`src/rsmp_pkg.sv`:
```
package rsmp_pkg;

  // Fixed field widths.
  localparam int FRAC_W = 16;
  localparam int LEN_W  = 24;
  localparam int STEP_W = 16;
  localparam int POS_W  = 24;
  localparam int DIST_W = 26;
  localparam int CFG_W  = 24;
  localparam int CFG_IDX_W = 1;

  // Largest supported per-segment cap and the count width that covers it.
  localparam int MAX_PER_SEGMENT_LIMIT = 64;
  localparam int CNT_W = $clog2(MAX_PER_SEGMENT_LIMIT + 1);

  // Parameter defaults.
  localparam int MAX_PER_SEGMENT_DEF = 64;
  localparam int OFFSET_WIDTH_DEF    = 16;

  // Register reset values.
  localparam logic [LEN_W-1:0]  LEN_RESET  = LEN_W'(256);
  localparam logic [STEP_W-1:0] STEP_RESET = STEP_W'(1024);

  // Saturation limit of the leftover distance.
  localparam logic [DIST_W-1:0] DIST_MAX = {DIST_W{1'b1}};

  // Configuration register indexes.
  localparam logic [CFG_IDX_W-1:0] CFG_STROKE_LENGTH = 1'b0;
  localparam logic [CFG_IDX_W-1:0] CFG_RESAMPLE_STEP = 1'b1;

  // One segment request handed from the front to the back.
  typedef struct packed {
    logic [POS_W-1:0]  c0;
    logic [STEP_W-1:0] step;
    logic [POS_W-1:0]  delta;
    logic [CNT_W-1:0]  cnt;
    logic              clip;
  } seg_ctl_t;

endpackage

```
`src/polyline_fixed_step_resampler.sv`:
```
// A point that emits nothing passes through the capture, position and classify states.
// A point that opens a segment also runs the 24-bit serial sample count and the push into
// the back queue, which waits while the queue is full. Each sample takes a multiply, the serial
// divider of the interpolation and the output register; the front takes no new point until idle.
// Reset (synchronous, active high) empties the queue, clears the stroke state and
// restores stroke length 256 (1.0) and step 1024 (4.0).
module polyline_fixed_step_resampler #(
  parameter int MAX_PER_SEGMENT = rsmp_pkg::MAX_PER_SEGMENT_DEF,
  parameter int OFFSET_WIDTH    = rsmp_pkg::OFFSET_WIDTH_DEF
) (
  input  logic                           clk,
  input  logic                           rst,
  input  logic                           cfg_we,
  input  logic [rsmp_pkg::CFG_IDX_W-1:0] cfg_index,
  input  logic [rsmp_pkg::CFG_W-1:0]     cfg_wdata,
  input  logic                           in_valid,
  output logic                           in_ready,
  input  logic                           first_point,
  input  logic [rsmp_pkg::FRAC_W-1:0]    position_fraction,
  input  logic signed [OFFSET_WIDTH-1:0] offset_value,
  output logic                           out_valid,
  input  logic                           out_ready,
  output logic signed [OFFSET_WIDTH-1:0] resampled_offset,
  output logic                           run_last,
  output logic                           clipped
);

  import rsmp_pkg::*;

  localparam int Q_W = $bits(seg_ctl_t) + 2 * OFFSET_WIDTH;

  logic                           push;
  logic                           pop;
  logic                           q_full;
  logic                           q_empty;
  seg_ctl_t                       push_ctl;
  seg_ctl_t                       pop_ctl;
  logic signed [OFFSET_WIDTH-1:0] push_o1;
  logic signed [OFFSET_WIDTH-1:0] push_o2;
  logic signed [OFFSET_WIDTH-1:0] pop_o1;
  logic signed [OFFSET_WIDTH-1:0] pop_o2;
  logic [Q_W-1:0]                 q_rdata;

  // Front: takes points, keeps stroke state, counts samples per segment.
  rsmp_front #(
    .MAX_PER_SEGMENT (MAX_PER_SEGMENT),
    .OFFSET_WIDTH    (OFFSET_WIDTH)
  ) u_front (
    .clk               (clk),
    .rst               (rst),
    .cfg_we            (cfg_we),
    .cfg_index         (cfg_index),
    .cfg_wdata         (cfg_wdata),
    .in_valid          (in_valid),
    .in_ready          (in_ready),
    .first_point       (first_point),
    .position_fraction (position_fraction),
    .offset_value      (offset_value),
    .q_full            (q_full),
    .push              (push),
    .push_ctl          (push_ctl),
    .push_o1           (push_o1),
    .push_o2           (push_o2)
  );

  // Segment request queue.
  rsmp_queue #(
    .WIDTH (Q_W)
  ) u_queue (
    .clk   (clk),
    .rst   (rst),
    .push  (push),
    .wdata ({push_ctl, push_o1, push_o2}),
    .pop   (pop),
    .rdata (q_rdata),
    .full  (q_full),
    .empty (q_empty)
  );

  assign {pop_ctl, pop_o1, pop_o2} = q_rdata;

  // Back: interpolates each sample of a segment.
  rsmp_back #(
    .OFFSET_WIDTH (OFFSET_WIDTH)
  ) u_back (
    .clk              (clk),
    .rst              (rst),
    .q_empty          (q_empty),
    .pop              (pop),
    .pop_ctl          (pop_ctl),
    .pop_o1           (pop_o1),
    .pop_o2           (pop_o2),
    .out_valid        (out_valid),
    .out_ready        (out_ready),
    .resampled_offset (resampled_offset),
    .run_last         (run_last),
    .clipped          (clipped)
  );

`ifndef NO_ASSERTIONS
  // The front never pushes into a full queue.
  a_no_overflow: assert property (@(posedge clk) disable iff (rst)
    push |-> !q_full)
    else $error("segment queue overflow");
  // The back never pops an empty queue.
  a_no_underflow: assert property (@(posedge clk) disable iff (rst)
    pop |-> !q_empty)
    else $error("segment queue underflow");
  // An accepted point keeps the front busy on the next cycle.
  a_front_busy: assert property (@(posedge clk) disable iff (rst)
    (in_valid && in_ready) |=> !in_ready)
    else $error("front accepted a point while busy");
  // Every pushed segment carries at least one sample.
  a_cnt_nonzero: assert property (@(posedge clk) disable iff (rst)
    push |-> (push_ctl.cnt != '0))
    else $error("empty segment request");
`endif

endmodule

```
`src/rsmp_div.sv`:
```
module rsmp_div #(
  parameter int DEND_W = 24,
  parameter int DSOR_W = 16,
  parameter int QUOT_W = 24
) (
  input  logic              clk,
  input  logic              rst,
  input  logic              start,
  input  logic [DEND_W-1:0] dividend,
  input  logic [DSOR_W-1:0] divisor,
  output logic              done,
  output logic [QUOT_W-1:0] quotient,
  output logic [DSOR_W-1:0] remainder
);

  localparam int SH_W  = DSOR_W + QUOT_W - 1;
  localparam int CMP_W = (DEND_W > SH_W) ? DEND_W : SH_W;
  localparam int CNT_W = $clog2(QUOT_W + 1);

  logic              busy;
  logic [CNT_W-1:0]  cnt;
  logic [DEND_W-1:0] rem;
  logic [SH_W-1:0]   ds;
  logic [QUOT_W-1:0] quot;
  logic [CMP_W-1:0]  rem_x;
  logic [CMP_W-1:0]  ds_x;
  logic              ge;

  // One quotient bit per cycle, most significant first; the dividend must be
  // below the divisor shifted up by the quotient width.
  assign rem_x = CMP_W'(rem);
  assign ds_x  = CMP_W'(ds);
  assign ge    = rem_x >= ds_x;

  assign quotient  = quot;
  assign remainder = DSOR_W'(rem);

  // Control.
  always_ff @(posedge clk) begin
    if (rst) begin
      busy <= 1'b0;
      done <= 1'b0;
      cnt  <= '0;
    end else begin
      done <= 1'b0;
      if (start) begin
        busy <= 1'b1;
        cnt  <= CNT_W'(QUOT_W);
      end else if (busy) begin
        cnt <= cnt - CNT_W'(1);
        if (cnt == CNT_W'(1)) begin
          busy <= 1'b0;
          done <= 1'b1;
        end
      end
    end
  end

  // Datapath.
  always_ff @(posedge clk) begin
    if (start) begin
      rem  <= dividend;
      ds   <= SH_W'(divisor) << (QUOT_W - 1);
      quot <= '0;
    end else if (busy) begin
      if (ge) begin
        rem <= DEND_W'(rem_x - ds_x);
      end
      quot <= {quot[QUOT_W-2:0], ge};
      ds   <= ds >> 1;
    end
  end

endmodule

```
`src/rsmp_queue.sv`:
```
module rsmp_queue #(
  parameter int WIDTH = 8
) (
  input  logic             clk,
  input  logic             rst,
  input  logic             push,
  input  logic [WIDTH-1:0] wdata,
  input  logic             pop,
  output logic [WIDTH-1:0] rdata,
  output logic             full,
  output logic             empty
);

  logic [WIDTH-1:0] mem [2];
  logic             wp;
  logic             rp;
  logic [1:0]       count;

  assign full  = count == 2'd2;
  assign empty = count == 2'd0;
  assign rdata = mem[rp];

  // Two-entry request queue between front and back.
  always_ff @(posedge clk) begin
    if (rst) begin
      wp    <= 1'b0;
      rp    <= 1'b0;
      count <= 2'd0;
    end else begin
      if (push) begin
        wp <= ~wp;
      end
      if (pop) begin
        rp <= ~rp;
      end
      case ({push, pop})
        2'b10:   count <= count + 2'd1;
        2'b01:   count <= count - 2'd1;
        default: count <= count;
      endcase
    end
  end

  always_ff @(posedge clk) begin
    if (push) begin
      mem[wp] <= wdata;
    end
  end

endmodule

```
`src/rsmp_front.sv`:
```
module rsmp_front #(
  parameter int MAX_PER_SEGMENT = rsmp_pkg::MAX_PER_SEGMENT_DEF,
  parameter int OFFSET_WIDTH    = rsmp_pkg::OFFSET_WIDTH_DEF
) (
  input  logic                                 clk,
  input  logic                                 rst,
  input  logic                                 cfg_we,
  input  logic [rsmp_pkg::CFG_IDX_W-1:0]       cfg_index,
  input  logic [rsmp_pkg::CFG_W-1:0]           cfg_wdata,
  input  logic                                 in_valid,
  output logic                                 in_ready,
  input  logic                                 first_point,
  input  logic [rsmp_pkg::FRAC_W-1:0]          position_fraction,
  input  logic signed [OFFSET_WIDTH-1:0]       offset_value,
  input  logic                                 q_full,
  output logic                                 push,
  output rsmp_pkg::seg_ctl_t                   push_ctl,
  output logic signed [OFFSET_WIDTH-1:0]       push_o1,
  output logic signed [OFFSET_WIDTH-1:0]       push_o2
);

  import rsmp_pkg::*;

  typedef enum logic [2:0] {F_IDLE, F_POS, F_CLASS, F_DIV, F_PUSH} fstate_t;

  fstate_t                  state;
  logic [LEN_W-1:0]         len;
  logic [STEP_W-1:0]        step;
  logic                     fp_r;
  logic [FRAC_W-1:0]        frac_r;
  logic signed [OFFSET_WIDTH-1:0] off_r;
  logic [POS_W-1:0]         pos;
  logic [POS_W-1:0]         prev_position;
  logic signed [OFFSET_WIDTH-1:0] prev_offset;
  logic [DIST_W-1:0]        distance_to_next;
  logic                     have_point;
  logic [POS_W-1:0]         delta_r;
  logic [POS_W-1:0]         c0_r;
  logic [CNT_W-1:0]         cnt_r;
  logic                     clip_r;

  logic [STEP_W-1:0]        step_eff;
  logic [POS_W-1:0]         delta;
  logic [POS_W-1:0]         back;
  logic [DIST_W:0]          back_sum;
  logic                     emit;
  logic                     div_start;
  logic                     div_done;
  logic [POS_W-1:0]         div_q;
  logic [STEP_W-1:0]        div_r;
  logic                     clip_next;
  logic [CNT_W-1:0]         cnt_next;

  // Segment geometry for the point in hand.
  assign step_eff = (step == '0) ? STEP_W'(1) : step;
  assign delta    = pos - prev_position;
  assign back     = prev_position - pos;
  assign back_sum = (DIST_W + 1)'(distance_to_next) + (DIST_W + 1)'(back);
  assign emit     = !(fp_r || !have_point) && (pos > prev_position)
                    && (distance_to_next <= DIST_W'(delta));
  assign div_start = (state == F_CLASS) && emit;

  // Sample count of the segment: floor((delta - d) / step) + 1, capped.
  rsmp_div #(
    .DEND_W (POS_W),
    .DSOR_W (STEP_W),
    .QUOT_W (POS_W)
  ) u_cnt_div (
    .clk       (clk),
    .rst       (rst),
    .start     (div_start),
    .dividend  (delta - POS_W'(distance_to_next)),
    .divisor   (step_eff),
    .done      (div_done),
    .quotient  (div_q),
    .remainder (div_r)
  );

  assign clip_next = div_q >= POS_W'(MAX_PER_SEGMENT);
  assign cnt_next  = clip_next ? CNT_W'(MAX_PER_SEGMENT) : CNT_W'(div_q + POS_W'(1));

  assign in_ready = state == F_IDLE;
  assign push     = (state == F_PUSH) && !q_full;
  assign push_o1  = prev_offset;
  assign push_o2  = off_r;

  always_comb begin
    push_ctl.c0    = c0_r;
    push_ctl.step  = step_eff;
    push_ctl.delta = delta_r;
    push_ctl.cnt   = cnt_r;
    push_ctl.clip  = clip_r;
  end

  // Configuration registers.
  always_ff @(posedge clk) begin
    if (rst) begin
      len  <= LEN_RESET;
      step <= STEP_RESET;
    end else if (cfg_we) begin
      case (cfg_index)
        CFG_STROKE_LENGTH: len  <= LEN_W'(cfg_wdata);
        CFG_RESAMPLE_STEP: step <= STEP_W'(cfg_wdata);
        default:           len  <= len;
      endcase
    end
  end

  // Point sequencer and stroke state.
  always_ff @(posedge clk) begin
    if (rst) begin
      state            <= F_IDLE;
      prev_position    <= '0;
      prev_offset      <= '0;
      distance_to_next <= '0;
      have_point       <= 1'b0;
    end else begin
      case (state)
        F_IDLE: begin
          if (in_valid) begin
            state <= F_POS;
          end
        end
        F_POS: begin
          state <= F_CLASS;
        end
        F_CLASS: begin
          if (fp_r || !have_point) begin
            prev_position    <= pos;
            prev_offset      <= off_r;
            distance_to_next <= '0;
            have_point       <= 1'b1;
            state            <= F_IDLE;
          end else if (emit) begin
            state <= F_DIV;
          end else begin
            if (pos > prev_position) begin
              distance_to_next <= distance_to_next - DIST_W'(delta);
            end else begin
              distance_to_next <= (back_sum > (DIST_W + 1)'(DIST_MAX)) ? DIST_MAX
                                  : DIST_W'(back_sum);
            end
            prev_position <= pos;
            prev_offset   <= off_r;
            state         <= F_IDLE;
          end
        end
        F_DIV: begin
          if (div_done) begin
            distance_to_next <= DIST_W'(step_eff - div_r);
            state            <= F_PUSH;
          end
        end
        F_PUSH: begin
          if (!q_full) begin
            prev_position <= pos;
            prev_offset   <= off_r;
            state         <= F_IDLE;
          end
        end
        default: state <= F_IDLE;
      endcase
    end
  end

  // Payload registers.
  always_ff @(posedge clk) begin
    if (state == F_IDLE && in_valid) begin
      fp_r   <= first_point;
      frac_r <= position_fraction;
      off_r  <= offset_value;
    end
    if (state == F_POS) begin
      pos <= POS_W'((FRAC_W + LEN_W)'(frac_r) * (FRAC_W + LEN_W)'(len) >> FRAC_W);
    end
    if (div_start) begin
      delta_r <= delta;
      c0_r    <= POS_W'(distance_to_next);
    end
    if (state == F_DIV && div_done) begin
      cnt_r  <= cnt_next;
      clip_r <= clip_next;
    end
  end

endmodule

```
`src/rsmp_back.sv`:
```
module rsmp_back #(
  parameter int OFFSET_WIDTH = rsmp_pkg::OFFSET_WIDTH_DEF
) (
  input  logic                           clk,
  input  logic                           rst,
  input  logic                           q_empty,
  output logic                           pop,
  input  rsmp_pkg::seg_ctl_t             pop_ctl,
  input  logic signed [OFFSET_WIDTH-1:0] pop_o1,
  input  logic signed [OFFSET_WIDTH-1:0] pop_o2,
  output logic                           out_valid,
  input  logic                           out_ready,
  output logic signed [OFFSET_WIDTH-1:0] resampled_offset,
  output logic                           run_last,
  output logic                           clipped
);

  import rsmp_pkg::*;

  localparam int MAG_W  = OFFSET_WIDTH + POS_W;
  localparam int DEND_W = OFFSET_WIDTH + POS_W + 2;
  localparam int DSOR_W = POS_W + 1;

  typedef enum logic [2:0] {B_IDLE, B_MUL, B_START, B_WAIT, B_OUT} bstate_t;

  bstate_t                        state;
  logic signed [OFFSET_WIDTH-1:0] o1;
  logic                           neg;
  logic [OFFSET_WIDTH-1:0]        absd;
  logic [POS_W-1:0]               c;
  logic [STEP_W-1:0]              step;
  logic [POS_W-1:0]               delta;
  logic [CNT_W-1:0]               cnt;
  logic                           clip;
  logic [CNT_W-1:0]               idx;
  logic [MAG_W-1:0]               mag;

  logic signed [OFFSET_WIDTH:0]   diff;
  logic                           div_done;
  logic [OFFSET_WIDTH-1:0]        div_q;
  logic [DSOR_W-1:0]              div_r;
  logic                           load;
  logic                           last;
  logic [OFFSET_WIDTH:0]          value;

  assign diff = (OFFSET_WIDTH + 1)'(pop_o2) - (OFFSET_WIDTH + 1)'(pop_o1);
  assign pop  = (state == B_IDLE) && !q_empty;
  assign load = (state == B_OUT) && (!out_valid || out_ready);
  assign last = (idx + CNT_W'(1)) == cnt;

  // Rounded quotient: (2 * |o2 - o1| * c + delta) / (2 * delta).
  rsmp_div #(
    .DEND_W (DEND_W),
    .DSOR_W (DSOR_W),
    .QUOT_W (OFFSET_WIDTH)
  ) u_interp_div (
    .clk       (clk),
    .rst       (rst),
    .start     (state == B_START),
    .dividend  ((DEND_W'(mag) << 1) + DEND_W'(delta)),
    .divisor   (DSOR_W'(delta) << 1),
    .done      (div_done),
    .quotient  (div_q),
    .remainder (div_r)
  );

  assign value = neg ? ((OFFSET_WIDTH + 1)'(o1) - (OFFSET_WIDTH + 1)'(div_q))
                     : ((OFFSET_WIDTH + 1)'(o1) + (OFFSET_WIDTH + 1)'(div_q));

  // Sample sequencer and output register.
  always_ff @(posedge clk) begin
    if (rst) begin
      state     <= B_IDLE;
      out_valid <= 1'b0;
    end else begin
      if (out_valid && out_ready && !load) begin
        out_valid <= 1'b0;
      end
      case (state)
        B_IDLE: begin
          if (!q_empty) begin
            state <= B_MUL;
          end
        end
        B_MUL:   state <= B_START;
        B_START: state <= B_WAIT;
        B_WAIT: begin
          if (div_done) begin
            state <= B_OUT;
          end
        end
        B_OUT: begin
          if (load) begin
            out_valid <= 1'b1;
            state     <= last ? B_IDLE : B_MUL;
          end
        end
        default: state <= B_IDLE;
      endcase
    end
  end

  // Segment and sample datapath.
  always_ff @(posedge clk) begin
    if (pop) begin
      o1    <= pop_o1;
      neg   <= diff[OFFSET_WIDTH];
      absd  <= OFFSET_WIDTH'(diff[OFFSET_WIDTH] ? -diff : diff);
      c     <= pop_ctl.c0;
      step  <= pop_ctl.step;
      delta <= pop_ctl.delta;
      cnt   <= pop_ctl.cnt;
      clip  <= pop_ctl.clip;
      idx   <= '0;
    end
    if (state == B_MUL) begin
      mag <= MAG_W'(absd) * MAG_W'(c);
    end
    if (load) begin
      resampled_offset <= OFFSET_WIDTH'(value);
      run_last         <= last;
      clipped          <= clip;
      c                <= c + POS_W'(step);
      idx              <= idx + CNT_W'(1);
    end
  end

`ifndef NO_ASSERTIONS
  // The rounded quotient never leaves a remainder as large as the divisor.
  a_rem_bound: assert property (@(posedge clk) disable iff (rst)
    (state == B_OUT) |-> (div_r < (DSOR_W'(delta) << 1)))
    else $error("interpolation remainder out of range");
  // Samples of one segment never run past its count.
  a_idx_bound: assert property (@(posedge clk) disable iff (rst)
    (state == B_OUT) |-> (idx < cnt))
    else $error("sample index past segment count");
  // A segment is only taken once the previous one has finished.
  a_pop_idle: assert property (@(posedge clk) disable iff (rst)
    pop |=> (state == B_MUL))
    else $error("segment pop out of sequence");
`endif

endmodule

```
`config.mk`:
```
export PLATFORM = sky130hd
export DESIGN_NAME = polyline_fixed_step_resampler
export DESIGN_NICKNAME = d
export VERILOG_FILES = /design/src/rsmp_pkg.sv /design/src/polyline_fixed_step_resampler.sv /design/src/rsmp_div.sv /design/src/rsmp_queue.sv /design/src/rsmp_front.sv /design/src/rsmp_back.sv
export SDC_FILE = /design/constraint.sdc
export NUM_CORES = 2
export LEC_CHECK = 0
export ABC_AREA = 1
export BUFFER_PORTS_ARGS = -buffer_cell sky130_fd_sc_hd__buf_2
export CAP_MARGIN = 10
export CORE_MARGIN = 2
export CORE_UTILIZATION = 40
export CTS_CLUSTER_SIZE = 30
export DETAILED_ROUTE_END_ITERATION = 7
export SETUP_SLACK_MARGIN = 0.1
export SLEW_MARGIN = 20
export SYNTH_ARGS = -nofsm -noshare
export SYNTH_HDL_FRONTEND = slang
export SYNTH_SLANG_ARGS = --single-unit
```
`constraint.sdc`:
```
create_clock -name clk -period 8.35 [get_ports clk]
set_input_delay 2.505 -clock clk [delete_from_list [all_inputs] [get_ports clk]]
set_output_delay 2.505 -clock clk [all_outputs]
set_load 0.005 [all_outputs]
```
==> out/results.txt <==
Area grow syn2layout - 8.10%
Top cell by count, worst path - fa_1
First-pass GRT wire length - 349000 µm
Data arrival, critical path - 7440 ps
Max incr delay on CP - 1090 ps
Share of cells above drive strength 1 - 4.14%
Part of the cycle the worst path needs - 82.2%
Most common cell after layout, fill and taps aside - nand2_1
Yosys top cell by area - edfxtp_1
Post-synth top area share - 24.6%
Met3 Resource Use GR - 2.53%
Fmax - 146 MHz
M1 GR Usage - 30.6%
GR Layer Usage met2 - 42.6%
Mapped Area - 0.0728 mm²
Vias in the first global route - 60.2k
Critical Path RT - 8930 ps
Worst-path clk slew - 60 ps
Clk_skew - 45.4 ps
Crit path time final - 6860 ps
DRC Markers - 0
Slowest-stage cell, CP - edfxtp_1
Mapped Cells - 9226
Most Crowded Layer GR - met2
Cells along the critical path - nand2_1 -> fa_1 -> inv_1 -> fa_1 -> inv_1 -> fa_1 -> inv_1 -> fa_1 -> inv_1 -> fa_1 -> inv_1 -> fa_1 -> ha_1 -> nand2_1 -> nor4_1 -> nand2_1 -> nand2_1 -> a21o_1 -> nand3_1 -> nand2_1 -> xor2_1
Final HPWL DP - 177000 µm
Final Setup Violations - 0
CORE AREA - 0.181 mm²
Root Driver - clkbuf_16
Row count - 156
Initial antenna violation count - 5
RSZ-0062 raised after global routing - false
Final wirelength - 223000 µm
# hold bufs at CTS - 0
Hold Crit Class - reg2reg
Mapped Nets - 10.4k
TritonCTS Buffers - 94
Clk_lat worst skew - 760 ps
DIE AREA - 0.185 mm²
Crit path kind - reg2reg
Design Area, Final - 0.0787 mm²
Post-synth EDFFs - 597
Drt via density - 5.12
Worst Tran Pin Value - 1210 ps
Status - completed
Num ports - 83
Antenna-violating nets left - 0
CTS sink count - 809
Max Cap Viol - 0
DRT Pass-1 Iters - 6
Setup Buffers After CTS - 0
Seq/Total Area, Yosys - 30.5%
Global Route Usage Sum - 24.2%
Most frequent cells in the layout - nand2_1, inv_1, nor2_1, fa_1, edfxtp_1
Grt total ovfl - 0
Final hold violation count - 0
RePlAce Congestion - 0.947
Setup TNS - 0 ps
Worst slew margin relative to its limit - 19.7%
Initial DRC count - 4367
Number of fill cells - 18.2k
Detailed-route via count - 59.3k
Max clock buf depth - 3
Placed Instance Area - 0.0753 mm²
Slew Limit Fails - 0
Crit start category - flop
WHS - 416 ps
Top FF cell, synth - edfxtp_1
Largest net degree at the start of global routing - 93
Syn_area_per_cell - 7.89 µm²
Die span in y - 431 µm
CP endpoint kind - flop
CTS H-tree lvls - 3
Asr flop ratio synth - 0%
Synth cell types - 57
Synth area leaders - edfxtp_1, fa_1, nand2_1
Port Buffers - 82
Net total in the final layout - 10.3k
#FFs+latches synth - 809
Critical path peak fanout - 24
CTS tree - yes
Post_cts resized - 0
Initial core utilization - 40.3%
DR WL/cell - 19.3 µm
Die X - 431 µm
Synth warn - 0
[logic make-up (layout without fill, tap and decap cells)]
family,after synthesis,in the layout,share of synthesized area [%]
adders and majority gates,1123,1123,25.7
other,0,3,0
xor gates and xnor gates,251,251,3.02
muxes,3,3,0.0413
and+or+nand+nor,3669,3669,20.3
buffers and inverters,2189,2179,11.5
DFF,809,809,30.5
AOI/OAI and AO/OA,1182,1182,8.96
[synth_stat cells (20+ instances only)]
cell type	n
edfxtp_1	597
o21ai_1	25
o31ai_1	26
a31oi_1	35
nor4_1	21
o21bai_1	39
o21a_1	20
nand3_1	336
a211oi_1	36
clkbuf_1	260
ha_1	500
nor3_1	56
nand2_1	2455
a21o_1	37
o21ai_0	388
buf_2	36
a21oi_1	521
xnor2_1	67
nand4_1	68
fa_1	623
or2_2	36
inv_1	1848
xor2_1	184
dfxtp_1	212
nor2_1	643
[flip-flops by register name, summed over array words and instances (netlist names), 26 cells and up, named ones only]
register and cells:
u_front.u_cnt_div.ds 39, u_back.u_interp_div.ds 40, u_queue.mem 208, u_back.mag 40, u_front.distance_to_next 26, u_back.u_interp_div.rem 42
[path summary, 6_finish.rpt]
path                                                     from                      endpoint  slack (ps)  cells after the start
worst max-delay path                 u_back.absd[7]$_DFFE_PP_      u_back.mag[27]$_DFFE_PP_        1490                     21
worst min-delay path            u_front.delta_r[12]$_DFFE_PP_  u_queue.mem[1][52]$_DFFE_PP_         420                      0
worst max register to register       u_back.absd[7]$_DFFE_PP_      u_back.mag[27]$_DFFE_PP_        1490                     21
worst min register to register  u_front.delta_r[12]$_DFFE_PP_  u_queue.mem[1][52]$_DFFE_PP_         420                      0
[metrics by stage]
step	worst slack, ps	instances	utilization (%)
after global placement	1460	11400	41.7
after CTS	1560	11600	43.5
final	1490	11600	43.5
after global routing	1160	11600	43.5
after floorplan	2230	9226	-
after detailed placement	1570	11400	41.7
[worst max-delay path, delay by kind of cell, from the launching register on]
kind            cells  cell delay, ps
flops               1            1090
xor+xnor            1             230
buf+inv             5             290
compound gates      1             210
simple gates        7            1410
fa+ha+maj           7            3480
[routing by layer]
metal	share of wire (%)	routed length, µm
met5	0	0
met1	42	94000
met3	4.7	10600
met4	4.2	9410
met2	49	109000
[final cells by class]
type | instances | area (µm²) | share of cell area, %
Clock inverter | 47 | 693 | 0.881
Multi-Input combinational cell | 6228 | 42300 | 53.8
Tap cell | 2370 | 2970 | 3.77
Timing Repair Buffer | 142 | 881 | 1.12
Antenna cell | 3 | 7.51 | 0.00954
Clock buffer | 131 | 2650 | 3.37
Inverter | 1859 | 6980 | 8.87
Sequential cell | 809 | 22200 | 28.2
Power is not shown: default switching activity piles up to over one toggle a cycle in this logic, so the estimate is an artifact.
